<file path="src/hw/rtl/pdc_pkg.sv">
// pdc_pkg: item types and fixed constants for the point distance colour map.
// No dependencies; imported by point_distance_colormap_unit and pdc_checker.
`timescale 1ns / 1ps

package pdc_pkg;

    typedef struct packed {
        logic               kind;
        logic               start_req;
        logic signed [15:0] x_coord;
        logic signed [15:0] y_coord;
        logic signed [15:0] z_coord;
    } point_item_t;

    typedef struct packed {
        logic signed [15:0] x_out;
        logic signed [15:0] y_out;
        logic signed [15:0] z_out;
        logic        [7:0]  red;
        logic        [7:0]  green;
        logic        [7:0]  blue;
        logic        [15:0] distance;
    } result_item_t;

    localparam logic       KIND_MEASURE = 1'b0;
    localparam logic       KIND_COLOUR  = 1'b1;

    localparam int         QUOT_BITS    = 8;
    localparam logic [7:0] COLOUR_MAX   = 8'd255;
    localparam logic [7:0] COLOUR_ZERO  = 8'd0;

endpackage

</file>
<file path="src/hw/rtl/pdc_isqrt.sv">
// pdc_isqrt: digit-serial integer square root, two radicand bits per cycle.
// Depends on nothing; instantiated by point_distance_colormap_unit.
`timescale 1ns / 1ps

module pdc_isqrt #(
    parameter int RAD_BITS = 32
) (
    input  logic                  clk,
    input  logic                  rst_n,
    input  logic                  start,
    input  logic [RAD_BITS-1:0]   radicand,
    output logic                  done,
    output logic [RAD_BITS/2-1:0] root
);

    localparam int RB   = RAD_BITS / 2;
    localparam int RW   = RB + 2;
    localparam int CNTW = (RB > 1) ? $clog2(RB) : 1;

    logic                busy_reg, busy_next;
    logic                done_reg, done_next;
    logic [CNTW-1:0]     cnt_reg, cnt_next;
    logic [RAD_BITS-1:0] rad_reg, rad_next;
    logic [RW-1:0]       rem_reg, rem_next;
    logic [RB-1:0]       root_reg, root_next;

    logic [RW-1:0]       rem_sh;
    logic [RW-1:0]       trial;
    logic                fits;

    assign rem_sh = {rem_reg[RB-1:0], rad_reg[RAD_BITS-1 -: 2]};
    assign trial  = {root_reg, 2'b01};
    assign fits   = (rem_sh >= trial);

    always_comb
    begin
        busy_next = busy_reg;
        done_next = 1'b0;
        cnt_next  = cnt_reg;
        rad_next  = rad_reg;
        rem_next  = rem_reg;
        root_next = root_reg;
        if (start)
        begin
            busy_next = 1'b1;
            cnt_next  = '0;
            rad_next  = radicand;
            rem_next  = '0;
            root_next = '0;
        end
        else if (busy_reg)
        begin
            rad_next  = {rad_reg[RAD_BITS-3:0], 2'b00};
            rem_next  = fits ? (rem_sh - trial) : rem_sh;
            root_next = {root_reg[RB-2:0], fits};
            cnt_next  = cnt_reg + 1'b1;
            if (cnt_reg == CNTW'(RB - 1))
            begin
                busy_next = 1'b0;
                done_next = 1'b1;
            end
        end
    end

    always_ff @(posedge clk or negedge rst_n)
    begin
        if (!rst_n)
        begin
            busy_reg <= 1'b0;
            done_reg <= 1'b0;
            cnt_reg  <= '0;
        end
        else
        begin
            busy_reg <= busy_next;
            done_reg <= done_next;
            cnt_reg  <= cnt_next;
        end
    end

    always_ff @(posedge clk)
    begin
        rad_reg  <= rad_next;
        rem_reg  <= rem_next;
        root_reg <= root_next;
    end

    assign done = done_reg;
    assign root = root_reg;

endmodule

</file>
<file path="src/hw/rtl/point_distance_colormap_unit.sv">
// point_distance_colormap_unit: distance colour map of a twice-streamed point cloud.
// Depends on pdc_pkg and pdc_isqrt. CW = min(COORD_BITS,16).
// Measure item: CW squaring steps, CW root steps, then store of the maximum; busy until back in idle.
// Colour item: squaring, root, a QUOT_BITS-bit divide and the output load; a zero or exceeded
// maximum skips the divide. The next item is taken once the result is loaded, later if it stalls.
// Reset: asynchronous, clears control and the kept maximum to zero; one item at a time.
`timescale 1ns / 1ps

module point_distance_colormap_unit #(
    parameter int COORD_BITS = 16
) (
    input  logic                 clk,
    input  logic                 rst_n,
    input  logic                 point_valid,
    output logic                 point_stall,
    input  pdc_pkg::point_item_t point_data,
    output logic                 result_valid,
    input  logic                 result_stall,
    output pdc_pkg::result_item_t result_data
);

    import pdc_pkg::*;

    localparam int CW   = (COORD_BITS < 16) ? COORD_BITS : 16;
    localparam int SW   = 2 * CW;
    localparam int NW   = CW + QUOT_BITS;
    localparam int CNTW = $clog2(CW);

    typedef enum logic [4:0] {
        ST_IDLE   = 5'b00001,
        ST_SQUARE = 5'b00010,
        ST_ROOT   = 5'b00100,
        ST_DIVIDE = 5'b01000,
        ST_EMIT   = 5'b10000
    } state_t;

    state_t         state_reg, state_next;
    logic [CNTW-1:0] cnt_reg, cnt_next;
    logic [CW-1:0]  max_reg, max_next;
    logic           res_valid_reg, res_valid_next;

    point_item_t    item_reg, item_next;
    result_item_t   res_reg, res_next;
    logic [CW-1:0]  mx_reg, mx_next, my_reg, my_next, mz_reg, mz_next;
    logic [SW-1:0]  sx_reg, sx_next, sy_reg, sy_next, sz_reg, sz_next;
    logic [SW-1:0]  acc_reg, acc_next;
    logic [CW-1:0]  dist_reg, dist_next;
    logic [NW-1:0]  num_reg, num_next, dv_reg, dv_next;
    logic [QUOT_BITS-1:0] q_reg, q_next;

    logic [CW-1:0]  raw_x, raw_y, raw_z, mag_x, mag_y, mag_z;
    logic [SW-1:0]  acc_sum;
    logic           root_start, root_done;
    logic [CW-1:0]  root_val;
    logic           div_ge;
    logic [7:0]     blue_val;

    assign raw_x = point_data.x_coord[CW-1:0];
    assign raw_y = point_data.y_coord[CW-1:0];
    assign raw_z = point_data.z_coord[CW-1:0];
    assign mag_x = raw_x[CW-1] ? (~raw_x + 1'b1) : raw_x;
    assign mag_y = raw_y[CW-1] ? (~raw_y + 1'b1) : raw_y;
    assign mag_z = raw_z[CW-1] ? (~raw_z + 1'b1) : raw_z;

    assign acc_sum = acc_reg + (mx_reg[0] ? sx_reg : '0) + (my_reg[0] ? sy_reg : '0)
                   + (mz_reg[0] ? sz_reg : '0);

    assign div_ge   = (num_reg >= dv_reg);
    // remainder zero: blue is the complement of red, else one less
    assign blue_val = (num_reg == '0) ? (COLOUR_MAX - q_reg) : (COLOUR_MAX - 8'd1 - q_reg);

    pdc_isqrt #(
        .RAD_BITS (SW)
    ) u_isqrt (
        .clk      (clk),
        .rst_n    (rst_n),
        .start    (root_start),
        .radicand (acc_sum),
        .done     (root_done),
        .root     (root_val)
    );

    always_comb
    begin
        state_next     = state_reg;
        cnt_next       = cnt_reg;
        max_next       = max_reg;
        res_valid_next = res_valid_reg;
        item_next      = item_reg;
        res_next       = res_reg;
        mx_next        = mx_reg;
        my_next        = my_reg;
        mz_next        = mz_reg;
        sx_next        = sx_reg;
        sy_next        = sy_reg;
        sz_next        = sz_reg;
        acc_next       = acc_reg;
        dist_next      = dist_reg;
        num_next       = num_reg;
        dv_next        = dv_reg;
        q_next         = q_reg;
        root_start     = 1'b0;

        if (res_valid_reg && !result_stall)
        begin
            res_valid_next = 1'b0;
        end

        case (state_reg)
            ST_IDLE:
            begin
                if (point_valid)
                begin
                    item_next  = point_data;
                    mx_next    = mag_x;
                    my_next    = mag_y;
                    mz_next    = mag_z;
                    sx_next    = SW'(mag_x);
                    sy_next    = SW'(mag_y);
                    sz_next    = SW'(mag_z);
                    acc_next   = '0;
                    cnt_next   = '0;
                    state_next = ST_SQUARE;
                end
            end
            ST_SQUARE:
            begin
                acc_next = acc_sum;
                mx_next  = mx_reg >> 1;
                my_next  = my_reg >> 1;
                mz_next  = mz_reg >> 1;
                sx_next  = sx_reg << 1;
                sy_next  = sy_reg << 1;
                sz_next  = sz_reg << 1;
                cnt_next = cnt_reg + 1'b1;
                if (cnt_reg == CNTW'(CW - 1))
                begin
                    root_start = 1'b1;
                    cnt_next   = '0;
                    state_next = ST_ROOT;
                end
            end
            ST_ROOT:
            begin
                if (root_done)
                begin
                    dist_next = root_val;
                    if (item_reg.kind == KIND_MEASURE)
                    begin
                        if (item_reg.start_req || (root_val > max_reg))
                        begin
                            max_next = root_val;
                        end
                        state_next = ST_IDLE;
                    end
                    else if (max_reg == '0)
                    begin
                        q_next     = COLOUR_ZERO;
                        num_next   = '0;
                        state_next = ST_EMIT;
                    end
                    else if (root_val > max_reg)
                    begin
                        q_next     = COLOUR_MAX;
                        num_next   = '0;
                        state_next = ST_EMIT;
                    end
                    else
                    begin
                        // 255*d, then divisor aligned to the top quotient bit
                        num_next   = NW'({root_val, 8'h00}) - NW'(root_val);
                        dv_next    = {1'b0, max_reg, 7'b0000000};
                        q_next     = '0;
                        cnt_next   = '0;
                        state_next = ST_DIVIDE;
                    end
                end
            end
            ST_DIVIDE:
            begin
                num_next = div_ge ? (num_reg - dv_reg) : num_reg;
                q_next   = {q_reg[QUOT_BITS-2:0], div_ge};
                dv_next  = dv_reg >> 1;
                cnt_next = cnt_reg + 1'b1;
                if (cnt_reg == CNTW'(QUOT_BITS - 1))
                begin
                    state_next = ST_EMIT;
                end
            end
            ST_EMIT:
            begin
                if (!res_valid_reg || !result_stall)
                begin
                    res_next.x_out    = item_reg.x_coord;
                    res_next.y_out    = item_reg.y_coord;
                    res_next.z_out    = item_reg.z_coord;
                    res_next.red      = q_reg;
                    res_next.green    = COLOUR_ZERO;
                    res_next.blue     = blue_val;
                    res_next.distance = 16'(dist_reg);
                    res_valid_next    = 1'b1;
                    state_next        = ST_IDLE;
                end
            end
            default:
            begin
                state_next = ST_IDLE;
            end
        endcase
    end

    always_ff @(posedge clk or negedge rst_n)
    begin
        if (!rst_n)
        begin
            state_reg     <= ST_IDLE;
            cnt_reg       <= '0;
            max_reg       <= '0;
            res_valid_reg <= 1'b0;
        end
        else
        begin
            state_reg     <= state_next;
            cnt_reg       <= cnt_next;
            max_reg       <= max_next;
            res_valid_reg <= res_valid_next;
        end
    end

    always_ff @(posedge clk)
    begin
        item_reg <= item_next;
        res_reg  <= res_next;
        mx_reg   <= mx_next;
        my_reg   <= my_next;
        mz_reg   <= mz_next;
        sx_reg   <= sx_next;
        sy_reg   <= sy_next;
        sz_reg   <= sz_next;
        acc_reg  <= acc_next;
        dist_reg <= dist_next;
        num_reg  <= num_next;
        dv_reg   <= dv_next;
        q_reg    <= q_next;
    end

    assign point_stall  = (state_reg != ST_IDLE);
    assign result_valid = res_valid_reg;
    assign result_data  = res_reg;

endmodule

</file>
<file path="config.mk">
export PLATFORM = sky130hd
export DESIGN_NAME = point_distance_colormap_unit
export DESIGN_NICKNAME = d
export VERILOG_FILES = /design/src/hw/rtl/pdc_pkg.sv /design/src/hw/rtl/pdc_isqrt.sv /design/src/hw/rtl/point_distance_colormap_unit.sv
export SDC_FILE = /design/constraint.sdc
export NUM_CORES = 1
export LEC_CHECK = 0
export ABC_CLOCK_PERIOD_IN_PS = 8850
export BUFFER_PORTS_ARGS = -buffer_cell sky130_fd_sc_hd__clkbuf_2
export CORE_ASPECT_RATIO = 1.2
export CORE_UTILIZATION = 40
export CTS_CLUSTER_DIAMETER = 150
export DETAILED_ROUTE_END_ITERATION = 8
export GPL_ROUTABILITY_DRIVEN = 0
export HOLD_SLACK_MARGIN = 0.02
export PLACE_DENSITY_LB_ADDON = 0.1
export REMOVE_ABC_BUFFERS = 1
export SLEW_MARGIN = 20
export SYNTH_ARGS = -nofsm -noshare
export SYNTH_HDL_FRONTEND = slang
export SYNTH_SLANG_ARGS = --single-unit
</file>
<file path="constraint.sdc">
create_clock -name clk -period 8.85 [get_ports clk]
set_input_delay 1.77 -clock clk [delete_from_list [all_inputs] [get_ports clk]]
set_output_delay 1.77 -clock clk [all_outputs]
set_load 0.01 [all_outputs]
</file>
Yosys cells after proc, flatten, opt, wreduce, memory -nomap -nowiden

Cells that the tools add are included.

Mux-type cells: 69
Magnitude comparators: 3
Reductions and logical operators: 21
Add/sub/neg operators: 13
Eq/ne operators: 18
Bitwise logic cells: 4

Operators by type and width:

| cell                                          | count |
|---|---|
| 2-to-1 mux 32 bit                             | 9 |
| case mux 32 bit (2 select lines)              | 4 |
| 2-to-1 mux 24 bit                             | 9 |
| 2-to-1 mux 16 bit                             | 7 |
| adder 32 bit                                  | 3 |
| case mux 16 bit (2 select lines)              | 3 |
| case mux 24 bit (2 select lines)              | 2 |
| adder 16 x 1 -> 16 bit, second input constant | 3 |
| NOT 16 bit                                    | 3 |
| 2-to-1 mux 5 bit                              | 8 |
| 2-to-1 mux 8 bit                              | 5 |
| 2-to-1 mux 4 bit                              | 8 |
| case mux 5 bit (5 select lines)               | 1 |
| greater-or-equal comparator 24 bit            | 1 |
| logical NOT 24 bit                            | 1 |
| subtractor 24 x 16 -> 24 bit                  | 1 |
| subtractor 24 bit                             | 1 |
| greater-or-equal comparator 18 bit            | 1 |
| > comparator 16 bit                           | 1 |
| logical NOT 16 bit                            | 1 |
| != test 2 bit, second input constant          | 8 |
| case mux 4 bit (4 select lines)               | 1 |
| case mux 8 bit (2 select lines)               | 1 |
| subtractor 16 bit                             | 1 |
| other kinds (23)                              | 45 |

Flip-flop bits (word level): 474
Logic and storage cells: 160
Output and inout bits: 90
Input bits: 54

Depth between registers and ports, before layout

Depth in word-level cells: 6
Depth in mapped cells: 15
Gate-level depth less buffers: 14

Modules after synthesis

A second synthesis with hierarchy kept.

Cells, all modules: 2,121
Area total of the unflattened synthesis: 25,129.1 µm²

Modules (own cells, without submodules):

| module                       | times used | cells each | seq. area each (µm²) | area an instance (µm²) |
|---|---|---|---|---|
| point_distance_colormap_unit | 1          | 1,789      | 11,972.7             | 21,403.0 |
| pdc_isqrt                    | 1          | 332        | 1,751.7              | 3,726.1 |

Worst setup path before layout

OpenSTA, ideal clock, no wires.

Kind: input to register
Start: in point_valid
End: reg acc_reg[0], enable pin
Buffers on the path: 0
Setup time: 1,429 ps
Stages: 2
Slack: 2,726 ps
Data required time: 7,421 ps
Arrival: 4,695 ps
Cells stage by stage: nand2_1 nand2_1

Longest elaborated chain between the ends: 2

Ends and longest elaborated chain:

| element                              | line                                | text |
|---|---|---|
| start: declaration                   | point_distance_colormap_unit.sv:14  | `input logic point_valid,` |
| != test 2 bit (no source line)       | --                                  |  |
| AND reduction 2 bit (no source line) | --                                  |  |
| end signal: assignment               | point_distance_colormap_unit.sv:240 | `acc_reg <= acc_next;` |
| end: declaration                     | point_distance_colormap_unit.sv:46  | `logic [SW-1:0] acc_reg, acc_next;` |

No other way between the ends.
A chain may end at the register's enable or synchronous reset.

Worst setup path in the final report

Start: reg mx_reg[0]
End: reg u_isqrt.rad_reg[25], data pin

Longest elaborated chain between the ends: 5

Ends and longest elaborated chain:

| element                   | line                                | text |
|---|---|---|
| start: declaration        | point_distance_colormap_unit.sv:44  | `logic [CW-1:0] mx_reg, mx_next, my_reg, my_next, mz_reg, mz_next;` |
| start signal: assignment  | point_distance_colormap_unit.sv:234 | `mx_reg <= mx_next;` |
| 2-to-1 mux 32 bit         | point_distance_colormap_unit.sv:65  | `assign acc_sum = acc_reg + (mx_reg[0] ? sx_reg : '0) + (my_reg[0] ? sy_reg : '0)` |
| adder 32 bit (2 in a row) | point_distance_colormap_unit.sv:65  |  |
| adder 32 bit              | point_distance_colormap_unit.sv:66  | `+ (mz_reg[0] ? sz_reg : '0);` |
| 2-to-1 mux 32 bit         | pdc_isqrt.sv:43                     | `if (start)` |
| via u_isqrt.rad_next[25]  | pdc_isqrt.sv:23                     | `logic [RAD_BITS-1:0] rad_reg, rad_next;` |
| end signal: assignment    | pdc_isqrt.sv:83                     | `rad_reg <= rad_next;` |
| end: declaration          | pdc_isqrt.sv:23                     |  |

The timed path passes the listed nets, and every way through them passes these cells.

==> qor.yml <==
rsz0062_at_grt: "false"
via_per_inst: 5.22
cts_sinks: 473
leakagePower_nw: 11.2
detailed_place_hpwl_um: 41900
root_buffer: "clkbuf_16"
n_antenna_cell: 0
yosysTopAreaCell: "edfxtp_1"
worst_ir_drop_vdd_mv: 0.195
vias: 16800
synthFlopType: "edfxtp_1"
grt_max_degree: 95
yosysMostFrequentCell: "edfxtp_1"
yosysWarnings: 0
area_growth_pct: 12.8
rows: 100
antenna_found_initial: 0
grt_pass1_vias: 17400
synth_top_cells_by_area: "edfxtp_1 49%, ha_1 5.1%, fa_1 5.0%"
netlist.area_leader.share_pct: 48.8
final_hold_viol_count: 0
routed_wl_um: 58100
grt_pass1_wl_um: 94300
pre_cts_ws_ps: 4160
wl_per_cell_um: 18.1
ys_ff_latch: 473
ys_seq_area_share_pct: 54.6
io_pins: 144
cts_buffers: 51
setup_violations: 0
cts.htree.levels: 2
min_to: "result_data[48]"
cts_setup_buffers: 0
worst_pin_slew_ps: 997
grt_usage_pct: 18.4
cts_hold_buffers: 0
r2r-start: "mx_reg[0]"
synth_cell_types: 74
ant_nets: 0
pwr_density_cell_nw_per_um2: 398
crit_path_end_kind: "flop"
io_buffers: 135
largest_reg_flops: 80
rr_worst_depth: 15
power_mw: 11.3
fin_util_pct: 45.7
rr_endpoint: "u_isqrt.rad_reg[25]"
hold_ws_ps: 390
synth_edf_count: 409
drt-initial-drc-count: 980
drv_slew: 0
gr-total-overflow: 0
drt_first_pass_iters: 5
clk_pin_slew_ps: 60
fin_skew_ps: 38.6
worstPathArrival_ps: 5050
period_share_pct: 53.5
die_y_um: 277
design.core.area_um2: 62100
crit_type: "flop to flop"
worstHoldStart: "item_reg[8]"
clock_latency_ps: 620
cts_tree: "built"
initial_utilization_pct: 40.5
nets: 2579
hold_depth: 0
maxCapViolations: 0
ys_async_sr_fraction_pct: 6.77
drc_errors: 0
synth_area_um2: 25200
die_w_um: 231
reg2reg_setup_slack_ps: 4120
fin_crit_ps: 4730
drive_gt1_share_pct: 11.0
worst_slack_ps: 4120
max_slew_margin_pct: 33.5
die_area_um2: 63900
status: "complete, no violations"
synth_area_per_cell_um2: 11.2
hp-class: "flop to flop"
ys_top_cells_by_count: "409 x edfxtp_1, 265 x nand2_1, 176 x inv_1"
clock_path_buffers: 3
critPathMaxFanout: 32
crit_required_ps: 9170
max_clock_freq_ghz: 0.211
syn-instance-count: 2246
cts_resized: 0
startpoint_type: "flop"
==> per-stage QoR <==
step | cell area (um^2) | instances | setup TNS [ps]
2_1_floorplan | 24800 | 2152 | -179220
3_5_place_dp | 26600 | 3122 | 0
6_report | 28400 | 3216 | 0
4_1_cts | 28400 | 3216 | 0
5_1_grt | 28400 | 3216 | 0
3_3_place_gp | 26600 | 3122 | 0
==> logic make-up (layout without fill, tap and decap cells) <==
| group | Yosys count | count (layout) | share of synthesized area (%) |
|---|---|---|---|
| mux | 22 | 22 | 0.875 |
| xor+xnor | 112 | 112 | 3.90 |
| compound gates | 529 | 529 | 13.6 |
| fa+ha+maj | 166 | 166 | 10.1 |
| simple gates | 665 | 665 | 12.6 |
| flops | 473 | 473 | 54.6 |
| buf+inv | 278 | 425 | 4.34 |
| other cells | 1 | 8 | 0.0149 |
==> layout by cell type (no fill, tap or decap), drive strengths merged, types with 11 or more instances in the layout <==
| cell type | count |
|---|---|
| edfxtp | 409 |
| nand2 | 265 |
| clkbuf | 202 |
| inv | 177 |
| o21ai | 139 |
| nor2 | 121 |
| o21a | 105 |
| ha | 103 |
| a21oi | 96 |
| and2 | 64 |
| fa | 63 |
| xor2 | 57 |
| xnor2 | 55 |
| a21o | 47 |
| nand3 | 39 |
| dfxtp | 32 |
| nor3 | 32 |
| dfrtp | 31 |
| and3 | 26 |
| mux2i | 22 |
| nand4 | 20 |
| or3 | 20 |
| o22ai | 19 |
| buf | 19 |
| nor4 | 19 |
| o31ai | 18 |
| clkinv | 18 |
| a211oi | 17 |
| nand2b | 15 |
| a31oi | 14 |
| nor2b | 12 |
| o211ai | 11 |
| o21bai | 11 |
==> worst max path at each step <==
stage            startpoint                   to  slack, ps  depth (start not counted)
2_1_floorplan  state_reg[2]           acc_reg[0]      -1020                          3
3_3_place_gp      mx_reg[0]  u_isqrt.rad_reg[29]       4180                         15
3_5_place_dp      mx_reg[0]  u_isqrt.rad_reg[25]       4160                         15
4_1_cts           mx_reg[0]  u_isqrt.rad_reg[27]       4100                         15
5_1_grt           mx_reg[0]  u_isqrt.rad_reg[27]       3730                         15
6_report          mx_reg[0]  u_isqrt.rad_reg[25]       4120                         15
==> where the power goes <==
part	internal, mW	total [mW]	switching [mW]	leakage [nW]
logic	2.13	5.72	3.58	5.88
registers	3.13	3.37	0.244	4.44
clock network	1.29	2.21	0.922	0.837
total	6.55	11.3	4.75	11.2
==> area by class of cell <==
class,instances,area (um^2)
clock buffers,67,1420
clock inverters,27,315
fillers,5845,33700
inverters,177,666
multi-input cells,1502,10400
flip-flops and latches,473,13700
well taps,816,1020
repair buffers,154,818
==> routing by layer <==
| metal | routed length, um | GRT usage (%) | part of all wire [%] |
|---|---|---|---|
| met5 | 0 | 0 | 0 |
| met4 | 1720 | 6.10 | 3.0 |
| met3 | 1770 | 2.56 | 3.0 |
| met2 | 30100 | 33.4 | 52 |
| met1 | 24500 | 22.2 | 42 |
==> worst max-delay path, cell delays in order, from the launching register on <==
cell      delay [ps]
edfxtp_1         320
buf_4            320
nand2_1          130
fa_1             520
inv_1             50
fa_1             470
ha_1             260
fa_1             440
a211oi_1         350
nor4_1           150
o21ai_0          260
nand3_1          210
o31a_1           380
a21boi_0         250
xor2_1           220
o21ai_0          110
Note: power is estimated with default switching activity, not from simulation.
